File: config.mk
export PLATFORM = sky130hd
export DESIGN_NAME = lis_scan
export DESIGN_NICKNAME = d
export VERILOG_FILES = /design/src/lis_pkg.sv /design/src/lis_scan.sv
export SDC_FILE = /design/constraint.sdc
export NUM_CORES = 1
export LEC_CHECK = 0
export ABC_AREA = 1
export BUFFER_PORTS_ARGS = -buffer_cell sky130_fd_sc_hd__buf_2
export CAP_MARGIN = 30
export CORE_MARGIN = 5
export CORE_UTILIZATION = 56
export DETAILED_ROUTE_END_ITERATION = 8
export PLACE_DENSITY = 0.86
export SLEW_MARGIN = 10
export SYNTH_ARGS = -nofsm -noshare
export SYNTH_HDL_FRONTEND = slang
export SYNTH_SLANG_ARGS = --single-unit
File: constraint.sdc
create_clock -name clock -period 4.6 [get_ports clock]
set_input_delay 0.69 -clock clock [delete_from_list [all_inputs] [get_ports clock]]
set_output_delay 0.69 -clock clock [all_outputs]
set_load 0.02 [all_outputs]
File: src/lis_pkg.sv
// Package for the longest increasing subsequence unit: sizes, payload types,
// the store entry layout and the controller state type. No dependencies.
package lis_pkg;

   localparam int MAX_ITEMS = 1024;
   localparam int ADDR_W    = $clog2(MAX_ITEMS);
   localparam int CNT_W     = $clog2(MAX_ITEMS + 1);
   localparam int LEN_W     = CNT_W;
   localparam int OUT_LEN_W = 11;

   typedef struct packed {
      logic signed [31:0] value;
      logic               last;
   } req_type;

   typedef struct packed {
      logic [OUT_LEN_W-1:0] len_ending_here;
      logic [OUT_LEN_W-1:0] best_len;
      logic                 dropped;
   } rsp_type;

   typedef struct packed {
      logic signed [31:0] value;
      logic [LEN_W-1:0]   len;
   } entry_type;

   localparam int ENTRY_W = $bits(entry_type);

   typedef struct packed {
      logic               start;
      logic signed [31:0] value;
      logic [CNT_W-1:0]   count;
   } scan_req_type;

   typedef struct packed {
      logic             done;
      logic [LEN_W-1:0] longest;
   } scan_rsp_type;

   typedef enum logic [1:0] {
      ST_IDLE,
      ST_SCAN,
      ST_FINISH
   } state_type;

endpackage

File: src/lis_scan.sv
// Scan unit: walks the stored entries of the current sequence, one read a
// cycle, and keeps the greatest length among strictly smaller values.
// Depends on lis_pkg.
module lis_scan
   import lis_pkg::*;
(
   input  logic              clock,
   input  logic              reset,
   input  scan_req_type      scan_req,
   output scan_rsp_type      scan_rsp,
   output logic [ADDR_W-1:0] rd_addr,
   input  logic [ENTRY_W-1:0] rd_data
);

   logic               busy_ff, busy_in;
   logic               pend_ff, pend_in;
   logic [CNT_W-1:0]   idx_ff, idx_in;
   logic [CNT_W-1:0]   count_ff, count_in;
   logic signed [31:0] value_ff, value_in;
   logic [LEN_W-1:0]   max_ff, max_in;
   logic               issue;
   logic               done;
   entry_type          entry;

   assign entry   = entry_type'(rd_data);
   assign issue   = busy_ff && (idx_ff != count_ff);
   assign done    = busy_ff && !issue && !pend_ff;
   assign rd_addr = idx_ff[ADDR_W-1:0];

   always_comb begin
      busy_in  = busy_ff;
      pend_in  = issue;
      idx_in   = idx_ff;
      count_in = count_ff;
      value_in = value_ff;
      max_in   = max_ff;
      if (pend_ff && (entry.value < value_ff) && (entry.len > max_ff)) begin
         max_in = entry.len;
      end
      if (issue) begin
         idx_in = idx_ff + CNT_W'(1);
      end
      if (done) begin
         busy_in = 1'b0;
      end
      if (scan_req.start) begin
         busy_in  = 1'b1;
         pend_in  = 1'b0;
         idx_in   = '0;
         count_in = scan_req.count;
         value_in = scan_req.value;
         max_in   = '0;
      end
   end

   always_ff @(posedge clock) begin
      if (reset) begin
         busy_ff <= 1'b0;
         pend_ff <= 1'b0;
      end else begin
         busy_ff <= busy_in;
         pend_ff <= pend_in;
      end
      idx_ff   <= idx_in;
      count_ff <= count_in;
      value_ff <= value_in;
      max_ff   <= max_in;
   end

   assign scan_rsp.done    = done;
   assign scan_rsp.longest = max_ff;

endmodule

After elaboration in Yosys (flattened, before gate mapping). Cells that the tools add are included.

Latch bits: 0. Memories: 0. Bits in writable memories: 0. Input port bits: 89. Output and inout port bits: 22. Register bits: 67. Word-level logic and storage cells: 21. Memory bits (read-only): 0.

$add $sub $neg: 1. Shift-type cells: 0. Reductions and logical operators: 9. Div/mod/pow operators: 0. $lt $le $gt $ge: 2. Bitwise logic cells: 0. Multiply operators: 0. Mux-type cells: 2. Equal/unequal tests: 1.

Operators by type and width (count): $lt A32 B32 Y1 (1); $add A11 B1 Y11 const B (1); $gt A11 B11 Y1 (1); $ne A11 B11 Y1 (1); $logic_and A1 B1 Y1 (5); $logic_not A1 Y1 (2); $mux W1 (2); $reduce_bool A2 Y1 (1); $reduce_or A2 Y1 (1).

Longest topological paths before layout.
Depth in word-level cells: 7. Gate-level depth with buffers: 18.

Worst setup path after synthesis. OpenSTA, ideal clock, no wires.

Kind: input to register. From: input port rd_data[32]. To: register max_ff[0]. Buffers on the path: 1. Setup slack: 2.526 ns. Data arrival time: 1.964 ns. Cell stages on the path: 12. Path through: ha_1 > a21oi_1 > nor2_1 > nor2_1 > nand3_1 > a21oi_2 > nand2_1 > nand2_2 > buf_2 > nand4_1 > nand2_1 > nor2_1.

Word-level cells in the longest chain between the ends: 3.

Ends and longest elaborated chain: start: declaration (RTL line lis_scan.sv:12) `input logic [ENTRY_W-1:0] rd_data`; $lt A32 B32 Y1 (RTL line lis_scan.sv:37) `if (pend_ff && (entry.value < value_ff) && (entry.len > max_ff)) begin`; $logic_and A1 B1 Y1 (2 in series) (RTL line lis_scan.sv:37); end signal: assignment (RTL line lis_scan.sv:67) `max_ff <= max_in;`; end: declaration (RTL line lis_scan.sv:20) `logic [LEN_W-1:0] max_ff, max_in;`.

No other way between the ends. A chain may end at the register's enable or synchronous reset.

==> run summary <==
Critical path class - flop to output pin
Area contributors post-synth - edfxtp_1 (34%), ha_1 (14%), dfxtp_1 (13%)
Vias in the first global route - 3,085
Die Area - 8490 sq um
Most frequent cells in the layout - buf_2 (110), inv_1 (82), nand2_1 (78)
Final core occ - 68.1%
Seq/Total Area, Yosys - 46.9%
Gr ovfl total - 0
Setup TNS - 0 ns
Worst-margin pin slew - 0.595 ns
Worst Path Required - 3.91 ns
Mapped Cells - 418
Post-CTS Setup Bufs - 0
Syn-to-layout area delta - 20.4%
Vias per std cell - 5.00
Layout cells sized above 1 - 26.7%
Initial Util - 56.5%
Drt wl/cell - 12.8 microns
Crit path max fanout - 6
Layout filler cell count - 545
Synth cell types - 32
CTS buffer count - 9
Ports - 111
HP Class - flop to flop
Final Hold Fails - 0
Clk_lat worst skew - 0.33 ns
Fraction of power consumed by the clock network - 37.5%
Final nets - 656
Yosys Warn Count - 0
Post_cts resized - 0
Worst-path clk slew - 0.07 ns
First-pass GRT wire length - 13,100 microns
Asr flop ratio synth - 0%
Final Max Tran Viols - 0
Combinational Power Share - 14.6%
1st-iter DRT viols - 74
Placer Congestion - 0.838
Tmin final - 2.39 ns
Most common cell after layout, fill and taps aside - buf_2
Root Driver - clkbuf_8
Post-synthesis register bit count - 67
Leak Pwr - 2.27 nW
Status - finished, final reports clean
Post-synth top area share - 34.2%
Slew headroom - 60.3%
Hold Buf Count CTS - 0
Core box area - 6680 sq um
Fmax - 418 MHz
DRT antenna net count - 0
ANT cells - 0
Crit. End Element - output pin
GRT Overall Usage - 19.5%
P_sw - 0.000369 W
RSZ-0062 raised after global routing - false
Sink Count - 67
Critical Path Source Type - flop
Period utilization - 52.0%
Power per cell area - 318 nW/um^2
H-tree depth - 3
Main flop type after synthesis - edfxtp_1
Max VDD drop - 0.255 mV
1st-pass router iterations - 4
Final WL - 7800 microns
Syn Area/Cell - 9.04 sq um
Number of core rows - 30
Largest net degree at the start of global routing - 50
Mapped cell area - 3780 sq um
Detailed-route via count - 3,048
WHS - 0.515 ns
Initial antenna violation count - 1
Final setup violation count - 0
CTS Buffer Depth - 2
Worst Skew - 0.0103 ns
Number of port buffers - 110
Sw Ratio - 25.5%
Total internal power - 0.00108 W
Post-synth EDFFs - 43
Reg power frac - 47.9%
Placed Instances - 593
CTS tree - built
Die height - 92.1 microns
Yosys top cell by area - edfxtp_1
Crit path DAT - 1.70 ns
Final non-filler cell total - 609
DRC - 0
Hpwl dp - 6330 microns
Maxcap violations - 0
Die W - 92.1 microns
Syn_nets - 550
==> metrics by stage <==
step	worst slack, ns	cell area, sq um	total power [W]
2_1_floorplan	2.53	3780	0.000837
3_3_place_gp	2.12	4320	0.000904
3_5_place_dp	2.01	4320	0.000920
4_1_cts	2.17	4550	0.00147
5_1_grt	2.07	4550	0.00153
6_report	2.21	4550	0.00145
==> synthesized netlist by cell type, drive strengths merged, types with 3 or more instances <==
| library cell | number |
|---|---|
| nand3 | 10 |
| edfxtp | 43 |
| nand4 | 14 |
| inv | 84 |
| dfxtp | 24 |
| buf | 14 |
| xor2 | 4 |
| o21ai | 13 |
| nor2 | 32 |
| a21oi | 27 |
| xnor2 | 10 |
| nor3 | 8 |
| ha | 43 |
| nor4 | 3 |
| nand2 | 82 |
==> layout make-up <==
| cell class | count | area, sq um | share of cell area (%) |
|---|---|---|---|
| Clock inverter | 7 | 101 | 2.23 |
| Sequential cell | 67 | 1770 | 38.9 |
| Inverter | 85 | 322 | 7.07 |
| Multi-Input combinational cell | 250 | 1570 | 34.6 |
| Tap cell | 80 | 100 | 2.20 |
| Timing Repair Buffer | 111 | 558 | 12.3 |
| Clock buffer | 9 | 124 | 2.72 |
==> state kept, by name, summed over array words and instances, names as in the netlist <==
register  cells
value_ff     32
count_ff     11
idx_ff       11
max_ff       11
busy_ff       1
pend_ff       1
==> cell families after synthesis <==
logic type      count (synthesis)  synth area share [%]
fa+ha+maj                      43                  14.2
simple gates                  152                  18.5
compound gates                 41                  5.60
flops                          67                  46.9
buf+inv                       101                  11.5
xor+xnor                       14                  3.25
==> path summary, 6_finish.rpt <==
check | slack, ns | cells after the start | end | from
worst max-delay path | 2.21 | 6 | scan_rsp[11] | idx_ff[8]
worst min-delay path | 0.51 | 2 | idx_ff[10] | idx_ff[10]
worst max register to register | 2.46 | 13 | max_ff[2] | value_ff[29]
worst min register to register | 0.51 | 2 | idx_ff[10] | idx_ff[10]
==> power groups by stage <==
stage          logic [W]  registers, W  clock network [W]
6_report        0.000211      0.000694           0.000543
3_3_place_gp    0.000198      0.000706                  0
3_5_place_dp    0.000213      0.000708                  0
4_1_cts         0.000214      0.000694           0.000560
5_1_grt         0.000243      0.000698           0.000591
2_1_floorplan   0.000129      0.000709                  0
==> layer usage <==
| layer | wire length, microns | vias up | track usage [%] |
|---|---|---|---|
| met5 | 10 | - | 0 |
| met4 | 192 | 2 | 8.17 |
| met3 | 457 | 19 | 5.25 |
| met2 | 4220 | 79 | 36.7 |
| met1 | 2920 | 1385 | 20.2 |
| li1 | - | 1563 | - |
==> critical path, stage by stage (launching register included) <==
cell	delay, ns
dfxtp_1	0.47
xnor2_1	0.16
nand2_1	0.07
nor2_1	0.14
nand3_2	0.15
nor3b_1	0.21
buf_2	0.20
Power figures use the tool's default switching activity.
