==> src/lis_ram.sv <==
// Generic simple dual-port RAM: one write port, one read port with a
// registered read. No dependencies.
module lis_ram #(
   parameter int WIDTH = 8,
   parameter int DEPTH = 16
) (
   input  logic                     clock,
   input  logic                     wr_en,
   input  logic [$clog2(DEPTH)-1:0] wr_addr,
   input  logic [WIDTH-1:0]         wr_data,
   input  logic [$clog2(DEPTH)-1:0] rd_addr,
   output logic [WIDTH-1:0]         rd_data
);

   logic [WIDTH-1:0] mem [DEPTH];
   logic [WIDTH-1:0] rd_data_ff;

   always_ff @(posedge clock) begin
      if (wr_en) begin
         mem[wr_addr] <= wr_data;
      end
      rd_data_ff <= mem[rd_addr];
   end

   assign rd_data = rd_data_ff;

endmodule

==> config.mk <==
export PLATFORM = sky130hd
export DESIGN_NAME = lis_ram
export DESIGN_NICKNAME = d
export VERILOG_FILES = /design/src/lis_ram.sv
export SDC_FILE = /design/constraint.sdc
export NUM_CORES = 1
export LEC_CHECK = 0
export ABC_AREA = 1
export ABC_CLOCK_PERIOD_IN_PS = 1900
export BUFFER_PORTS_ARGS = -buffer_cell sky130_fd_sc_hd__clkbuf_2
export CAP_MARGIN = 40
export CORE_MARGIN = 5
export CORE_UTILIZATION = 64
export CTS_CLUSTER_DIAMETER = 60
export DETAILED_ROUTE_END_ITERATION = 16
export PLACE_DENSITY = 0.78
export REMOVE_ABC_BUFFERS = 1
export SYNTH_ARGS = -nofsm -noshare
export SYNTH_HDL_FRONTEND = slang
export SYNTH_SLANG_ARGS = --single-unit
==> constraint.sdc <==
create_clock -name clock -period 1.9 [get_ports clock]
set_input_delay 0.19 -clock clock [delete_from_list [all_inputs] [get_ports clock]]
set_output_delay 0.19 -clock clock [all_outputs]
set_load 0.05 [all_outputs]
# Word level (Yosys, flattened, before mapping)
# Memory sizes are Yosys's and may differ from the RTL's. A register that Yosys moved wholly into a read port is not among the register bits.
# Cells that the tools add are included.
# classes
n_mux	2
# op_table
operator	n
two-way mux 1 bit	2
# totals
mem_bits_rw	128
n_memories	1
regBits	0
out_inout_bits	8
inputBits	18
elab_cells	3
# mem_list
memory	words	word_bits	rd	rd_clocked_by_memory_dff	write_ports	line	text
mem	16	8	1	1	1	15	logic [WIDTH-1:0] mem [DEPTH];

# Depth between registers and ports, before layout
# Gate-level depths: netlist of the first run.
# logic_depth
ltp_word	2
mapped_depth	8
depth_no_buf	7

# Least setup slack after synthesis of the first run
# Ideal clock, no wire load.
# synth_timing
kind	input port to flip-flop
start	in wr_addr[2]
end	mem mem[10][0] (enable)
arrival_ns	0.771
path_slack_ns	0.759
required_ns	1.530
path_stages	2
setup_ns	0.370
cell_sequence	nand3b_1 nor2_1
# synth_rtl
element	line	text
start: declaration	9	input logic [$clog2(DEPTH)-1:0] wr_addr,
end: declaration	15	
# Straight into the memory's write port.

# Worst setup path in the final report of the first run
# layout_timing
start	reg rd_data_ff[6], in the netlist rd_data[6], read port of mem
end	out rd_data[6]
# layout_rtl
element	line	text
start: declaration	16	logic [WIDTH-1:0] rd_data_ff;
end: declaration	12	output logic [WIDTH-1:0] rd_data
# No word-level cell between the ends.

==> results.toml, run 1 <==
[floorplanning]
io_pins = 26
dieArea_um2 = 11000
rows = 34
die_w_um = 105
coreArea_um2 = 8760
die_h_um = 105
initial_core_util = 0.658

[clocking]
cts.clk_slew.worst_paths_ps = 60
ctsRootBufferMaster = "clkbuf_8"
cts_buffers = 17
cts_max_level = 4
cts_resized = 0
cts_tree = "done"
cts_sinks = 136
hold_buffers = 0
post_cts_buffers = 0
clk_latency_ps = 520
cts.path.max_buffers = 2

[sta]
relSlewSlack = 0.515
period_needed_ps = 1370
setup_ws_ps = 534
period_share = 0.719
final-hold-violation-count = 0
rsz0062_at_grt = "no"
whs_ps = 115
worstMarginPinSlew_ps = 725
setup_viol_count_final = 0
fin_setup_tns_ps = 0
max_freq_ghz = 0.732
drv_slew = 0
skew_ps = 8.24

[finish]
post-route-util = 0.751
antenna_cells = 0
drive_gt1_frac = 0.127
area_delta_synth_final_pct = 14.2
fin_nets = 610

[drt]
via_per_inst = 5.49
routed_wl_um = 12700
drt_drc_violations_left = 0
dr.pass1.iters = 5
ant_nets = 0
drt_iter0_drc = 327
wl_per_cell_um = 17.8
vias = 3916

[placed_design]
dp_worst_setup_slack_ps = 423
hpwl_um = 7630
port_buffers = 25
place.gp.congestion = 0.866

[power_and_ir_drop]
peakVddDrop_mv = 0.835
powerDensity_nw_per_um2 = 1050
p_leak_uw = 0.00289

[critical_path]
crit_path_start_kind = "register"
worst_path_largest_cell_delay_ps = 360
critical_path_required_ps = 1710
critPathKind = "reg2out"
setup.worst_path.end_class = "output port"
arrival_ps = 1180
cp_slowest_cell = "dfxtp_1"
cp_num_buf_inv = 1
crit_fanout = 1
crit_family = "flip-flops"
cp_cell_sequence = "clkbuf_2"

[global_route]
grt_max_degree = 41
grt_pass1_vias = 3807
grt_pass1_wl_um = 19600
antenna_found_initial = 0
grt_overflow = 0
grt.total_usage = 0.237

[yosys]
ys_ff_latch = 136
syn_area_um2 = 5770
ys_seq_area_frac = 0.694
netlist_instances = 551
synth_warnings = 0
synthDistinctLibCells = 12
avgSynthCellArea_um2 = 10.5

[worst_hold_path]
min_path_type = "in2reg"

[job]
maxCapViolCount = 0

[run_status]
status = "finished, final reports clean"
## area by class of cell
cell class	instances	area, um^2
tap	108	135
multi-input combinational	289	1210
sequential	136	4000
fill	559	2180
inverter	102	383
clock inverter	13	145
clock buffer	19	422
timing repair buffer	46	283
## stage by stage
step	power, uW	instances	area, um^2
floorplan	3680	527	5600
global placement	3880	681	6020
detailed placement	3890	681	6020
CTS	6930	713	6590
global route	7150	713	6590
finish	6940	713	6590
## synthesized netlist by cell type
cell type | count | area, um^2
buf_6 | 6 | 67.6
dfxtp_1 | 8 | 160
nand3_1 | 97 | 485
nand3b_1 | 2 | 15.0
nor2_1 | 17 | 63.8
inv_1 | 100 | 375
buf_4 | 4 | 30.0
edfxtp_1 | 128 | 3840
inv_2 | 2 | 7.51
nand2_1 | 173 | 649
buf_2 | 13 | 65.1
buf_1 | 1 | 3.75
## sequential cells by signal, summed over array words and instances, names as in the netlist
name	cells
mem	128
rd_data	8
## cell usage in the layout (no fill, tap or decap), types with 2 or more instances in the layout
cell,synthesis,routed
nand3b_1,2,2
clkbuf_16,0,16
edfxtp_1,128,128
nand2_1,173,173
clkinv_4,0,2
inv_2,2,2
inv_6,0,3
inv_1,100,100
dfxtp_1,8,8
clkinvlp_4,0,5
bufinv_16,0,2
buf_4,4,21
clkbuf_2,0,25
clkbuf_1,0,2
nor2_1,17,17
nand3_1,97,97
## layer usage
metal | share of wire | wire length [um] | vias up | global-route usage
met5 | 0 | 0 | - | 0
met4 | 0.024 | 306 | 0 | 0.0895
met3 | 0.089 | 1130 | 28 | 0.0617
met2 | 0.49 | 6240 | 210 | 0.388
met1 | 0.39 | 4990 | 1821 | 0.305
li1 | - | - | 1857 | -
## path summary, 6_finish.rpt
| path | to | start | cells after the start | slack (ps) |
|---|---|---|---|---|
| hold reg to reg | rd_data[2] | mem[6][2] | 6 | 660 |
| setup / recovery | rd_data[6] | rd_data[6] | 1 | 530 |
| setup reg to reg | rd_data[3] | mem[0][3] | 6 | 860 |
| hold / removal | rd_data[5] | rd_addr[3] | 3 | 110 |
## report_power, final
part / switching [uW] / internal (uW)
logic: 345 / 116
registers: 23.3 / 3350
clock network: 1220 / 1880
total: 1590 / 5350
## cells by family after synthesis
family                 count (synthesis)  synth area share
DFF                                  136             0.694
and+or+nand+nor                      289             0.210
buffers and inverters                126            0.0952
## worst min-delay path: stages
cell and delay [ps]:
clkbuf_2 200, nand3_1 150, nand2_1 50
No activity file was read; power rests on OpenSTA's default activity.
==> run 2, diff against run 1 <==
--- a/config.mk
+++ b/config.mk
@@ -6,14 +6,14 @@
 export NUM_CORES = 1
 export LEC_CHECK = 0
 export ABC_AREA = 1
-export ABC_CLOCK_PERIOD_IN_PS = 1900
+export ABC_CLOCK_PERIOD_IN_PS = 1180
 export BUFFER_PORTS_ARGS = -buffer_cell sky130_fd_sc_hd__clkbuf_2
 export CAP_MARGIN = 40
 export CORE_MARGIN = 5
-export CORE_UTILIZATION = 64
+export CORE_UTILIZATION = 55
 export CTS_CLUSTER_DIAMETER = 60
 export DETAILED_ROUTE_END_ITERATION = 16
-export PLACE_DENSITY = 0.78
+export PLACE_DENSITY = 0.71
 export REMOVE_ABC_BUFFERS = 1
 export SYNTH_ARGS = -nofsm -noshare
 export SYNTH_HDL_FRONTEND = slang
==> constraint.sdc (replaced) <==
create_clock -name clock -period 1.18 [get_ports clock]
set_input_delay 0.118 -clock clock [delete_from_list [all_inputs] [get_ports clock]]
set_output_delay 0.118 -clock clock [all_outputs]
set_load 0.05 [all_outputs]
==> run 2 against run 1 <==
- final cell count rose by 4.8%
- wire length is 1.9% lower
- worst setup slack worse by 510 ps
- sequential cell count is the same
- critical path depth did not move
- non-clock buffer count rose by 7
- first-iteration DRC count down 6.7%
- utilization shrank 9.1 points
- die area grew 15%
- clock-buffer cell count decreased by 2
- critical endpoint is now rd_data[4]
==> results.toml, run 2 (same netlist as run 1, synthesis figures left out) <==
[run_status]
status = "finished, final reports clean"

[sta]
worstMarginPinSlew_ps = 392
max_freq_ghz = 0.862
whs_ps = 23.1
fin_setup_tns_ps = 0
period_share = 0.983
setup_viol_count_final = 0
final-hold-violation-count = 0
period_needed_ps = 1160
setup_ws_ps = 20.1
rsz0062_at_grt = "yes"
drv_slew = 0
skew_ps = 6.84
relSlewSlack = 0.739

[placed_design]
port_buffers = 25
place_area_um2 = 6160
hpwl_um = 8040
place.gp.congestion = 0.823
dp_worst_setup_slack_ps = 12.3

[power_and_ir_drop]
p_switching_uw = 2500
pwr-share-seq = 0.489
pwr-share-comb = 0.074
power.clock.fraction = 0.437
p_total_uw = 11100
peakVddDrop_mv = 0.913
p_leak_uw = 0.00298
swShare = 0.225
powerDensity_nw_per_um2 = 1640
p_int_uw = 8640

[floorplanning]
die_w_um = 112
io_pins = 26
coreArea_um2 = 10300
initial_core_util = 0.561
die_h_um = 112
rows = 37
dieArea_um2 = 12600

[clocking]
hold_buffers = 0
cts.path.max_buffers = 2
cts_tree = "done"
cts_buffers = 17
post_cts_buffers = 0
cts.clk_slew.worst_paths_ps = 60
cts_max_level = 4
cts_sinks = 136
ctsRootBufferMaster = "clkbuf_8"
clk_latency_ps = 520

[global_route]
grt_max_degree = 65
grt_overflow = 0
grt.total_usage = 0.211
grt_pass1_wl_um = 20200
antenna_found_initial = 0
grt_pass1_vias = 3834

[critical_path]
cp_slowest_cell = "dfxtp_4"
cp_num_buf_inv = 1
worst_path_largest_cell_delay_ps = 370
crit_cells = 1
setup.worst_path.end_class = "output port"
crit_fanout = 1
r2r-end = "rd_data[4]"
cp_cell_sequence = "clkbuf_16"
crit_family = "flip-flops"
r2r_setup_slack_ps = 200
arrival_ps = 1040
crit_path_start_kind = "register"
r2r_cells = 6
critical_path_required_ps = 1060
r2r_start = "mem[9][4]"
critPathKind = "reg2out"

[drt]
routed_wl_um = 12400
drt_iter0_drc = 305
drt_drc_violations_left = 0
dr.pass1.iters = 7
ant_nets = 0
via_per_inst = 5.15
vias = 3849
wl_per_cell_um = 16.6

[job]
maxCapViolCount = 0

[finish]
final_common_cell = "nand2_1"
most-common-layout-cells = "nand2_1, edfxtp_1, inv_1"
largest_reg_flops = 128
drive_gt1_frac = 0.141
fin_nets = 617
antenna_cells = 0
area_delta_synth_final_pct = 17.7
fin_area_um2 = 6790
largest-register = "mem"

[worst_hold_path]
hold_path_end = "rd_data[7]"
min_path_type = "in2reg"
hp-start = "rd_addr[2]"
hold-path-cell-count = 4
==> run 2: changes by cell type in the layout (fill, tap and decap cells not counted), sizes merged <==
cell      previous run  this run
buf                 21        32
clkbuf              44        38
clkinv               3         9
clkinvlp             5         2
inv                105       103
==> run 2: power groups by stage <==
stage	Clock (uW)	Combinational [uW]	Sequential, uW
6_report	4870	824	5440
5_1_grt	5180	904	5450
4_1_cts	4930	824	5440
3_5_place_dp	0	767	5540
3_3_place_gp	0	752	5530
2_1_floorplan	0	291	5640
==> run 2: repair_timing <==
item / CTS / global route
pin swaps: 0 / 0
gates resized for setup: 18 / 5
setup endpoints to repair: 8 / 6
==> run 2: per-layer routing <==
layer | track usage | routed length [um] | up-vias
met3 | 0.0501 | 824 | 21
met2 | 0.341 | 6040 | 130
met1 | 0.275 | 5330 | 1826
li1 | - | - | 1872
met4 | 0.0881 | 232 | 0
met5 | 0 | 0 | -
==> run 2: worst max path at each step <==
stage          slack (ps)    endpoint       start
2_1_floorplan          80  rd_data[2]  rd_addr[0]
5_1_grt               -10  rd_data[7]  rd_data[7]
4_1_cts                -5  rd_data[7]  rd_data[7]
3_5_place_dp           10   mem[8][0]  wr_addr[2]
6_report               20  rd_data[4]  rd_data[4]
3_3_place_gp           40   mem[4][1]  wr_addr[0]
==> run 2: final cells by class <==
cell class | instances | area [um^2]
clock inverters | 14 | 134
inverters | 102 | 383
fillers | 763 | 3490
well taps | 136 | 170
flip-flops and latches | 136 | 4010
clock buffers | 17 | 414
repair buffers | 53 | 460
multi-input cells | 289 | 1210
==> run 2: metrics by stage <==
stage          utilization  std cells
3_5_place_dp         0.599        716
3_3_place_gp         0.599        716
4_1_cts              0.660        747
5_1_grt              0.660        747
2_1_floorplan            -        527
6_report             0.660        747
